[src/rtl/core/fqi_pkg.sv]
// ----------------------------------------------------------------------------
// fqi_pkg
// shared types and constants for the queue with positional insert
// ----------------------------------------------------------------------------
package fqi_pkg;

  localparam int CAPACITY = 16;
  localparam int WORD_W   = 32;
  localparam int POS_W    = 5;
  localparam int OCC_W    = 5;
  localparam int CNT_W    = $clog2(CAPACITY + 1);
  localparam int IDX_W    = $clog2(CAPACITY);
  localparam int CMP_W    = (CNT_W > POS_W) ? CNT_W : POS_W;

  typedef enum logic [1:0] {
    OP_PUSH   = 2'd0,
    OP_REMOVE = 2'd1,
    OP_INSERT = 2'd2
  } op_t;

  typedef enum logic [1:0] {
    ST_OK    = 2'd0,
    ST_EMPTY = 2'd1,
    ST_BADIX = 2'd2,
    ST_FULL  = 2'd3
  } status_t;

  typedef enum logic [1:0] {
    ACT_HOLD,
    ACT_SHIFT,
    ACT_PLACE
  } act_t;

  typedef struct packed {
    act_t             act;
    logic [IDX_W-1:0] idx;
  } cell_cmd_t;

endpackage

[src/rtl/core/fqi_cell.sv]
// ----------------------------------------------------------------------------
// fqi_cell
// one queue slot: holds, takes its back neighbor on remove, or takes its
// front neighbor / the new word on push or insert
// ----------------------------------------------------------------------------
module fqi_cell
  import fqi_pkg::*;
(
  input  logic                     clk,
  input  cell_cmd_t                cmd,
  input  logic        [IDX_W-1:0]  cell_idx,
  input  logic signed [WORD_W-1:0] ins_value,
  input  logic signed [WORD_W-1:0] prev_q,
  input  logic signed [WORD_W-1:0] next_q,
  output logic signed [WORD_W-1:0] q
);

  logic signed [WORD_W-1:0] q_r;
  logic signed [WORD_W-1:0] q_nxt;

  always_comb begin
    q_nxt = q_r;
    unique case (cmd.act)
      ACT_SHIFT: q_nxt = next_q;
      ACT_PLACE: begin
        if (cell_idx == cmd.idx) begin
          q_nxt = ins_value;
        end else if (cell_idx > cmd.idx) begin
          q_nxt = prev_q;
        end
      end
      default: q_nxt = q_r;
    endcase
  end

  always_ff @(posedge clk) begin
    q_r <= q_nxt;
  end

  assign q = q_r;

endmodule

[src/rtl/core/fqi_ctrl.sv]
// ----------------------------------------------------------------------------
// fqi_ctrl
// fill count, request decode into a cell command, and the result register
// ----------------------------------------------------------------------------
module fqi_ctrl
  import fqi_pkg::*;
(
  input  logic                     clk,
  input  logic                     rst_n,
  input  logic                     xfer,
  input  logic        [1:0]        op,
  input  logic        [POS_W-1:0]  position,
  input  logic signed [WORD_W-1:0] head,
  output cell_cmd_t                cmd,
  output logic                     res_valid,
  output logic signed [WORD_W-1:0] res_data,
  output logic        [1:0]        res_status,
  output logic        [OCC_W-1:0]  res_occupancy
);

  logic        [CNT_W-1:0]  count_r, count_nxt;
  logic                     valid_r, valid_nxt;
  logic signed [WORD_W-1:0] data_r, data_nxt;
  status_t                  status_r, status_nxt;
  logic                     full, empty, bad_pos;

  assign full    = (count_r == CNT_W'(CAPACITY));
  assign empty   = (count_r == '0);
  assign bad_pos = (CMP_W'(position) > CMP_W'(count_r));

  always_comb begin
    cmd        = '{act: ACT_HOLD, idx: '0};
    count_nxt  = count_r;
    data_nxt   = '0;
    status_nxt = ST_OK;
    if (xfer) begin
      unique case (op_t'(op))
        OP_PUSH: begin
          if (full) begin
            status_nxt = ST_FULL;
          end else begin
            cmd       = '{act: ACT_PLACE, idx: count_r[IDX_W-1:0]};
            count_nxt = count_r + CNT_W'(1);
          end
        end
        OP_REMOVE: begin
          if (empty) begin
            data_nxt   = '1;
            status_nxt = ST_EMPTY;
          end else begin
            cmd       = '{act: ACT_SHIFT, idx: '0};
            data_nxt  = head;
            count_nxt = count_r - CNT_W'(1);
          end
        end
        OP_INSERT: begin
          if (bad_pos) begin
            status_nxt = ST_BADIX;
          end else if (full) begin
            status_nxt = ST_FULL;
          end else begin
            cmd       = '{act: ACT_PLACE, idx: position[IDX_W-1:0]};
            count_nxt = count_r + CNT_W'(1);
          end
        end
        default: status_nxt = ST_OK;
      endcase
    end
  end

  assign valid_nxt = xfer;

  always_ff @(posedge clk) begin
    if (!rst_n) begin
      count_r <= '0;
      valid_r <= 1'b0;
    end else begin
      count_r <= count_nxt;
      valid_r <= valid_nxt;
    end
  end

  always_ff @(posedge clk) begin
    data_r   <= data_nxt;
    status_r <= status_nxt;
  end

  assign res_valid     = valid_r;
  assign res_data      = data_r;
  assign res_status    = status_r;
  assign res_occupancy = OCC_W'(count_r);

endmodule

[src/rtl/core/fifo_queue_with_indexed_insert.sv]
// ----------------------------------------------------------------------------
// fifo_queue_with_indexed_insert
// bounded queue of signed words with push, remove front and positional insert
//
//   channel  ports                                   transfer
//   in       start, busy, in_op/position/value       start && !busy
//   out      out_valid, out_data/status/occupancy    out_valid, one cycle
//
// one request per cycle; busy stays low
// the result is registered and appears in the cycle after the transfer
// every cell shifts, places or holds in the same cycle, so the request completes at once
// reset clears the fill count; slot contents are not cleared
// the receiver cannot stall, each result is shown for exactly one cycle
// ----------------------------------------------------------------------------
module fifo_queue_with_indexed_insert
  import fqi_pkg::*;
(
  input  logic                     clk,
  input  logic                     rst_n,
  input  logic                     start,
  output logic                     busy,
  input  logic        [1:0]        in_op,
  input  logic        [POS_W-1:0]  in_position,
  input  logic signed [WORD_W-1:0] in_value,
  output logic                     out_valid,
  output logic signed [WORD_W-1:0] out_data,
  output logic        [1:0]        out_status,
  output logic        [OCC_W-1:0]  out_occupancy
);

  cell_cmd_t                cmd;
  logic                     xfer;
  logic signed [WORD_W-1:0] cell_q [CAPACITY];

  assign busy = 1'b0;
  assign xfer = start && !busy;

  fqi_ctrl u_ctrl (
    .clk           (clk),
    .rst_n         (rst_n),
    .xfer          (xfer),
    .op            (in_op),
    .position      (in_position),
    .head          (cell_q[0]),
    .cmd           (cmd),
    .res_valid     (out_valid),
    .res_data      (out_data),
    .res_status    (out_status),
    .res_occupancy (out_occupancy)
  );

  for (genvar i = 0; i < CAPACITY; i++) begin : g_cell
    logic signed [WORD_W-1:0] prev_q;
    logic signed [WORD_W-1:0] next_q;

    if (i == 0) begin : g_front
      assign prev_q = in_value;
    end else begin : g_mid_front
      assign prev_q = cell_q[i-1];
    end

    if (i == CAPACITY - 1) begin : g_back
      assign next_q = cell_q[i];
    end else begin : g_mid_back
      assign next_q = cell_q[i+1];
    end

    fqi_cell u_cell (
      .clk       (clk),
      .cmd       (cmd),
      .cell_idx  (IDX_W'(i)),
      .ins_value (in_value),
      .prev_q    (prev_q),
      .next_q    (next_q),
      .q         (cell_q[i])
    );
  end

endmodule

[config.mk]
export PLATFORM = sky130hd
export DESIGN_NAME = fifo_queue_with_indexed_insert
export DESIGN_NICKNAME = d
export VERILOG_FILES = /design/src/rtl/core/fqi_pkg.sv /design/src/rtl/core/fqi_cell.sv /design/src/rtl/core/fqi_ctrl.sv /design/src/rtl/core/fifo_queue_with_indexed_insert.sv
export SDC_FILE = /design/constraint.sdc
export NUM_CORES = 1
export LEC_CHECK = 0
export ABC_AREA = 1
export BUFFER_PORTS_ARGS = -buffer_cell sky130_fd_sc_hd__buf_2
export CAP_MARGIN = 20
export CORE_MARGIN = 2
export CORE_UTILIZATION = 42
export DETAILED_ROUTE_END_ITERATION = 8
export PLACE_DENSITY_LB_ADDON = 0.08
export SYNTH_ARGS = -nofsm -noshare
export SYNTH_HDL_FRONTEND = slang
export SYNTH_SLANG_ARGS = --single-unit
[constraint.sdc]
create_clock -name clk -period 6.6 [get_ports clk]
set_input_delay 1.32 -clock clk [delete_from_list [all_inputs] [get_ports clk]]
set_output_delay 1.32 -clock clk [all_outputs]
set_load 0.01 [all_outputs]
==> run summary, run 1 <==
H-tree Lvls: 3
clk slew on worst S/H paths: 60 ps
hold depth: 2
register area share after synthesis: 53.5%
grt ovf: 0
Synth cell types: 30
worst skew pair latency: 600 ps
first-pass GRT wire length: 142 mm
number of global-route vias before repair: 23,500
P&R area growth vs syn: 10.0%
Die Span X: 272 um
PwrDens: 298 nW/um2
Clock Tree Root: clkbuf_16
GP Congestion: 0.804
starting DRC count in detailed routing: 2,538
Antenna Violating Nets Remaining: 0
Worst-Margin Slew: 1030 ps
GRT Resource Usage Total: 24.3%
Hold Vio Cnt, Final: 0
Port Buffers: 81
skew final: 20.1 ps
WS Path Type: input port to register
Reg2Reg Depth: 17
final setup fails: 0
Main synth FF type: edfxtp_1
CP max FO: 70
minimum clock period after layout: 4390 ps
Initial Util: 42.4%
Critical Path Start Type: input port
CTS Buffer Depth: 3
leading cell type in the layout, fill and taps excluded: nand2_1
post-DP HPWL: 55.0 mm
layout cells sized above 1: 7.25%
R2R setup slack: 2440 ps
LEAKAGE: 16.3 nW
post-DR wirelength/cell: 18.9 um
Synth Warn #: 0
FP Rows: 98
syn nets: 3,919
Ports: 83
CTS resizes: 0
Pre-Repair DR Iteration Count: 6
detail-routed via count per cell: 5.10
fmax: 228 MHz
max-cap violations: 0
CTS buffer count: 67
status: complete, no violations
Die Area: 74,100 um2
peak supply drop: 144 uV
initial antenna violation count: 0
CTS tree: yes
Hold Crit Start: g_cell[15].u_cell.q[20]
Hold WS: 512 ps
Post-Syn Area: 30,200 um2
Setup TNS: 0 ps
worst hold path class: register to register
Chip Height: 272 um
FFs w/ async S/R, synth: 0%
CTS sink cnt: 552
critical register-to-register path endpoint: g_cell[10].u_cell.q[3]
Slew HR: 31.5%
setup bufs post-CTS: 0
most frequent cells in the layout: nand2_1, nand3_1, edfxtp_1
NumNets Final: 3,855
ant diodes: 0
EDFF count, synth: 512
via count: 24,400
CP endpoint kind: register
CP required: 7060 ps
Post-Syn Instances: 3,866
CTS Hold Buffers Added: 0
fin crit share: 66.5%
drt drc: 0
Reg2Reg Launch Point: u_ctrl.res_occupancy[4]
Routed WL: 90.7 mm
hold worst-path end: g_cell[14].u_cell.q[20]
flops & latches, synth: 552
RSZ-0062 raised after global routing: false
max-slew violations: 0
largest net degree at the start of global routing: 184
Avg Cell Area, Syn: 7.82 um2
core area: 71,400 um2
CP arrival: 4840 ps
==> metrics by stage <==
stage,setup WS (ps),cells,instance area (um2),utilization [%],total power (W)
after floorplan,706,3866,30200,-,0.00583
after global placement,1670,4681,31100,43.6,0.00636
after detailed placement,1630,4682,31200,43.7,0.00638
after CTS,2250,4797,33200,46.6,0.00997
after global routing,1910,4798,33300,46.6,0.0104
final,2210,4798,33300,46.6,0.00989
==> Yosys cell counts, drive strengths merged (5+ instances only) <==
library cell / instances / area (um2)
dfxtp: 40 / 801
a21oi: 47 / 235
nand2: 1684 / 6400
nor2: 19 / 160
clkbuf: 130 / 488
nand3: 684 / 3450
buf: 136 / 780
ha: 10 / 125
a31oi: 5 / 31.3
o21ai: 75 / 375
edfxtp: 512 / 15400
inv: 515 / 1930
==> per-layer routing <==
layer	global-route usage, %	vias to the layer above	part of all wire [%]
met2	37.3	743	43
met5	0	-	0
met1	37.0	11500	49
met3	2.95	90	6.2
li1	-	12100	-
met4	4.68	0	1.3
==> cell type report <==
class | instances | area (um2)
Clock buffer | 98 | 1960
Clock inverter | 17 | 111
Fill cell | 7272 | 38100
Inverter | 515 | 1940
Multi-Input combinational cell | 2533 | 11000
Sequential cell | 552 | 16200
Tap cell | 950 | 1190
Timing Repair Buffer | 133 | 866
==> state kept, by name, summed over array words and instances (netlist names) <==
| name | count |
|---|---|
| u_ctrl.res_data | 32 |
| u_ctrl.res_valid | 1 |
| g_cell.u_cell.q | 512 |
| u_ctrl.res_occupancy | 5 |
| u_ctrl.res_status | 2 |
==> worst max-delay path, cell delays in order <==
cell and delay, ps:
buf_2 100, ha_1 290, nand2_1 90, nor2_2 130, nand2_1 60, nand3_1 100
nand3_1 130, nand2_1 80, inv_1 50, nand3_1 80, inv_1 80, ha_4 290
inv_8 340, buf_4 610, buf_4 720, nand2_1 140, nand2_1 120
==> cell families after synthesis <==
kind of cell / after synthesis / synth area share [%]
XOR/XNOR: 4 / 0.116
AND/OR/NAND/NOR: 2389 / 33.1
flip-flops: 552 / 53.5
buffers and inverters: 781 / 10.6
AO/OA/AOI/OAI: 128 / 2.15
other: 1 / 0.0124
adder cells (fa/ha/maj): 11 / 0.480
==> how the worst max path moves through the flow <==
stage | startpoint | to | slack [ps] | depth (start not counted)
finish | in_position[4] | g_cell[10].u_cell.q[3] | 2210 | 17
global route | in_position[4] | g_cell[10].u_cell.q[3] | 1910 | 17
CTS | in_position[4] | g_cell[10].u_cell.q[3] | 2250 | 17
detailed placement | in_position[4] | g_cell[10].u_cell.q[3] | 1630 | 17
global placement | in_position[4] | g_cell[12].u_cell.q[6] | 1670 | 17
floorplan | in_position[4] | g_cell[2].u_cell.q[0] | 710 | 17
==> power breakdown <==
group	internal [W]	leakage (nW)	switching, W	total, W
Sequential	0.00444	5.11	0.000194	0.00464
Clock	0.00209	1.00	0.00149	0.00357
Combinational	0.000483	10.1	0.00120	0.00168
Total	0.00701	16.3	0.00288	0.00989
Note: power is estimated with default switching activity, not from simulation.
==> inputs of run 2 (changes only) <==
==> constraint.sdc (replaced) <==
create_clock -name clk -period 3.6 [get_ports clk]
set_input_delay 0.72 -clock clk [delete_from_list [all_inputs] [get_ports clk]]
set_output_delay 0.72 -clock clk [all_outputs]
set_load 0.01 [all_outputs]
==> run 2 against run 1 <==
- via count down 2.0%
- count of clock-buffer cells in the layout up 1
- non-clock buffer count up 53
- sequential share of layout area down 1.6 points
- first-iteration DRC count down 11%
- clock power up 94%
- hold slack worse by 140 ps
- register-to-register slack worse by 2000 ps
- clock skew up 4.5 ps
- routed wire length down 3.8%
- die area unchanged
==> run summary, run 2 (synthesized netlist as in run 1, its figures left out) <==
status: complete, no violations
worst skew pair latency: 600 ps (about the same)
Clock Tree Root: clkbuf_16
CTS resizes: 0 (unchanged)
CTS Buffer Depth: 3 (unchanged)
largest net degree at the start of global routing: 100 (-46%)
leading cell type in the layout, fill and taps excluded: nand2_1
max-cap violations: 0 (unchanged)
CTS Hold Buffers Added: 0 (unchanged)
Hold Vio Cnt, Final: 0 (unchanged)
CP arrival: 3530 ps (-1310 ps)
Int Power: 0.0133 W (+90%)
clk slew on worst S/H paths: 50 ps (about the same)
Routed WL: 87.3 mm (-3.8%)
fin crit share: 89.0%
WS Path Type: register to register
GRT Resource Usage Total: 23.5% (-0.86 points)
FP Rows: 98 (unchanged)
most frequent cells in the layout: nand2_1, nand3_1, edfxtp_1
grt ovf: 0 (unchanged)
Initial Util: 42.4% (unchanged)
Placed Area: 32,100 um2 (+3.0%)
H-tree Lvls: 3 (unchanged)
CTS sink cnt: 552 (unchanged)
setup bufs post-CTS: 0 (unchanged)
P&R area growth vs syn: 13.6%
NumNets Final: 3,909 (+1.4%)
starting DRC count in detailed routing: 2,255 (-11%)
CTS tree: yes
Total Power: 0.0186 W (+88%)
Slew HR: 50.3% (+19 points)
LEAKAGE: 16.8 nW (+3.1%)
PwrDens: 543 nW/um2 (+82%)
skew final: 24.6 ps (+4.50 ps)
Pre-Repair DR Iteration Count: 5 (-1)
fmax: 312 MHz
CTS buffer count: 68 (+1.5%)
Antenna Violating Nets Remaining: 0 (unchanged)
worst hold path class: input port to register
CP required: 3930 ps (-3130 ps)
initial antenna violation count: 0 (unchanged)
drt drc: 0 (unchanged)
Sw Pwr: 0.00533 W (+85%)
final instance area: 34,400 um2 (+3.3%)
core area: 71,400 um2 (unchanged)
Worst-Margin Slew: 744 ps (-283 ps)
via count: 24,000 (-2.0%)
clock share of power: 37.0% (+0.9 points)
layout cells sized above 1: 9.22% (+2.0 points)
Setup TNS: 0 ps (unchanged)
detail-routed via count per cell: 4.93 (-3.2%)
Critical Path Start Type: register
peak supply drop: 442 uV (+210%)
final setup fails: 0 (unchanged)
Ports: 83 (unchanged)
Net Sw Frac: 28.6% (-0.57 points)
sequential share of power: 45.5% (-1.4 points)
CP max FO: 36 (-49%)
minimum clock period after layout: 3200 ps
number of global-route vias before repair: 22,900 (-2.5%)
fin worst setup slack: 396 ps (-1820 ps)
Port Buffers: 81 (unchanged)
final core occ: 48.1% (+1.5 points)
RSZ-0062 raised after global routing: false
post-DP HPWL: 57.4 mm (+4.3%)
max reg flops: 512 (unchanged)
Comb pwr share: 17.5% (+0.5 points)
Die Area: 74,100 um2 (unchanged)
Chip Height: 272 um (unchanged)
first-pass GRT wire length: 138 mm (-3.1%)
DP Worst Slack: 194 ps (-1430 ps)
post-DR wirelength/cell: 18.0 um (-4.9%)
GP Congestion: 0.809 (+0.61%)
CP endpoint kind: register
Die Span X: 272 um (unchanged)
max-slew violations: 0 (unchanged)
ant diodes: 0 (unchanged)
run 2: worst max-delay path, stage by stage (launching register included):
cell	delay (ps)
dfxtp_1	440
inv_1	160
ha_4	290
nand2_2	50
nor2_2	110
nand2_1	100
nand3_2	110
nand2_1	60
inv_1	80
nand3_2	130
inv_2	120
ha_4	280
inv_16	120
nor2_2	460
a31oi_4	180
buf_12	220
run 2: cell type report:
class	instances	area (um2)
Tap cell	950	1190
Multi-Input combinational cell	2533	11100
Timing Repair Buffer	186	1690
Clock buffer	99	2090
Fill cell	7117	37000
Clock inverter	21	149
Inverter	515	1960
Sequential cell	552	16200
run 2: worst paths after layout:
path,startpoint,endpoint,slack (ps),cells past startpoint
setup / recovery,u_ctrl.res_occupancy[1],g_cell[13].u_cell.q[17],400,15
hold / removal,in_op[0],u_ctrl.res_status[1],370,2
setup reg to reg,u_ctrl.res_occupancy[1],g_cell[13].u_cell.q[17],400,15
hold reg to reg,g_cell[0].u_cell.q[26],u_ctrl.res_data[26],510,2
run 2: metal layers:
| layer | GRT usage (%) | up-vias | part of all wire (%) | wire length (um) |
|---|---|---|---|---|
| li1 | - | 12300 | - | - |
| met4 | 5.65 | 0 | 1.7 | 1450 |
| met5 | 0 | - | 0 | 0 |
| met3 | 2.88 | 98 | 5.1 | 4420 |
| met2 | 34.8 | 623 | 43 | 37400 |
| met1 | 36.2 | 11000 | 50 | 44000 |
run 2: power groups by stage:
| stage | Clock, W | Combinational [W] | Sequential, W |
|---|---|---|---|
| floorplan | 0 | 0.00221 | 0.00852 |
| global placement | 0 | 0.00324 | 0.00859 |
| detailed placement | 0 | 0.00325 | 0.00861 |
| CTS | 0.00706 | 0.00327 | 0.00848 |
| global route | 0.00733 | 0.00368 | 0.00856 |
| finish | 0.00691 | 0.00326 | 0.00848 |
run 2: stage by stage:
step | instances | hold slack, ps
2_1_floorplan | 3866 | 489
3_3_place_gp | 4736 | 498
3_5_place_dp | 4736 | 505
4_1_cts | 4856 | 336
5_1_grt | 4856 | 358
6_report | 4856 | 369
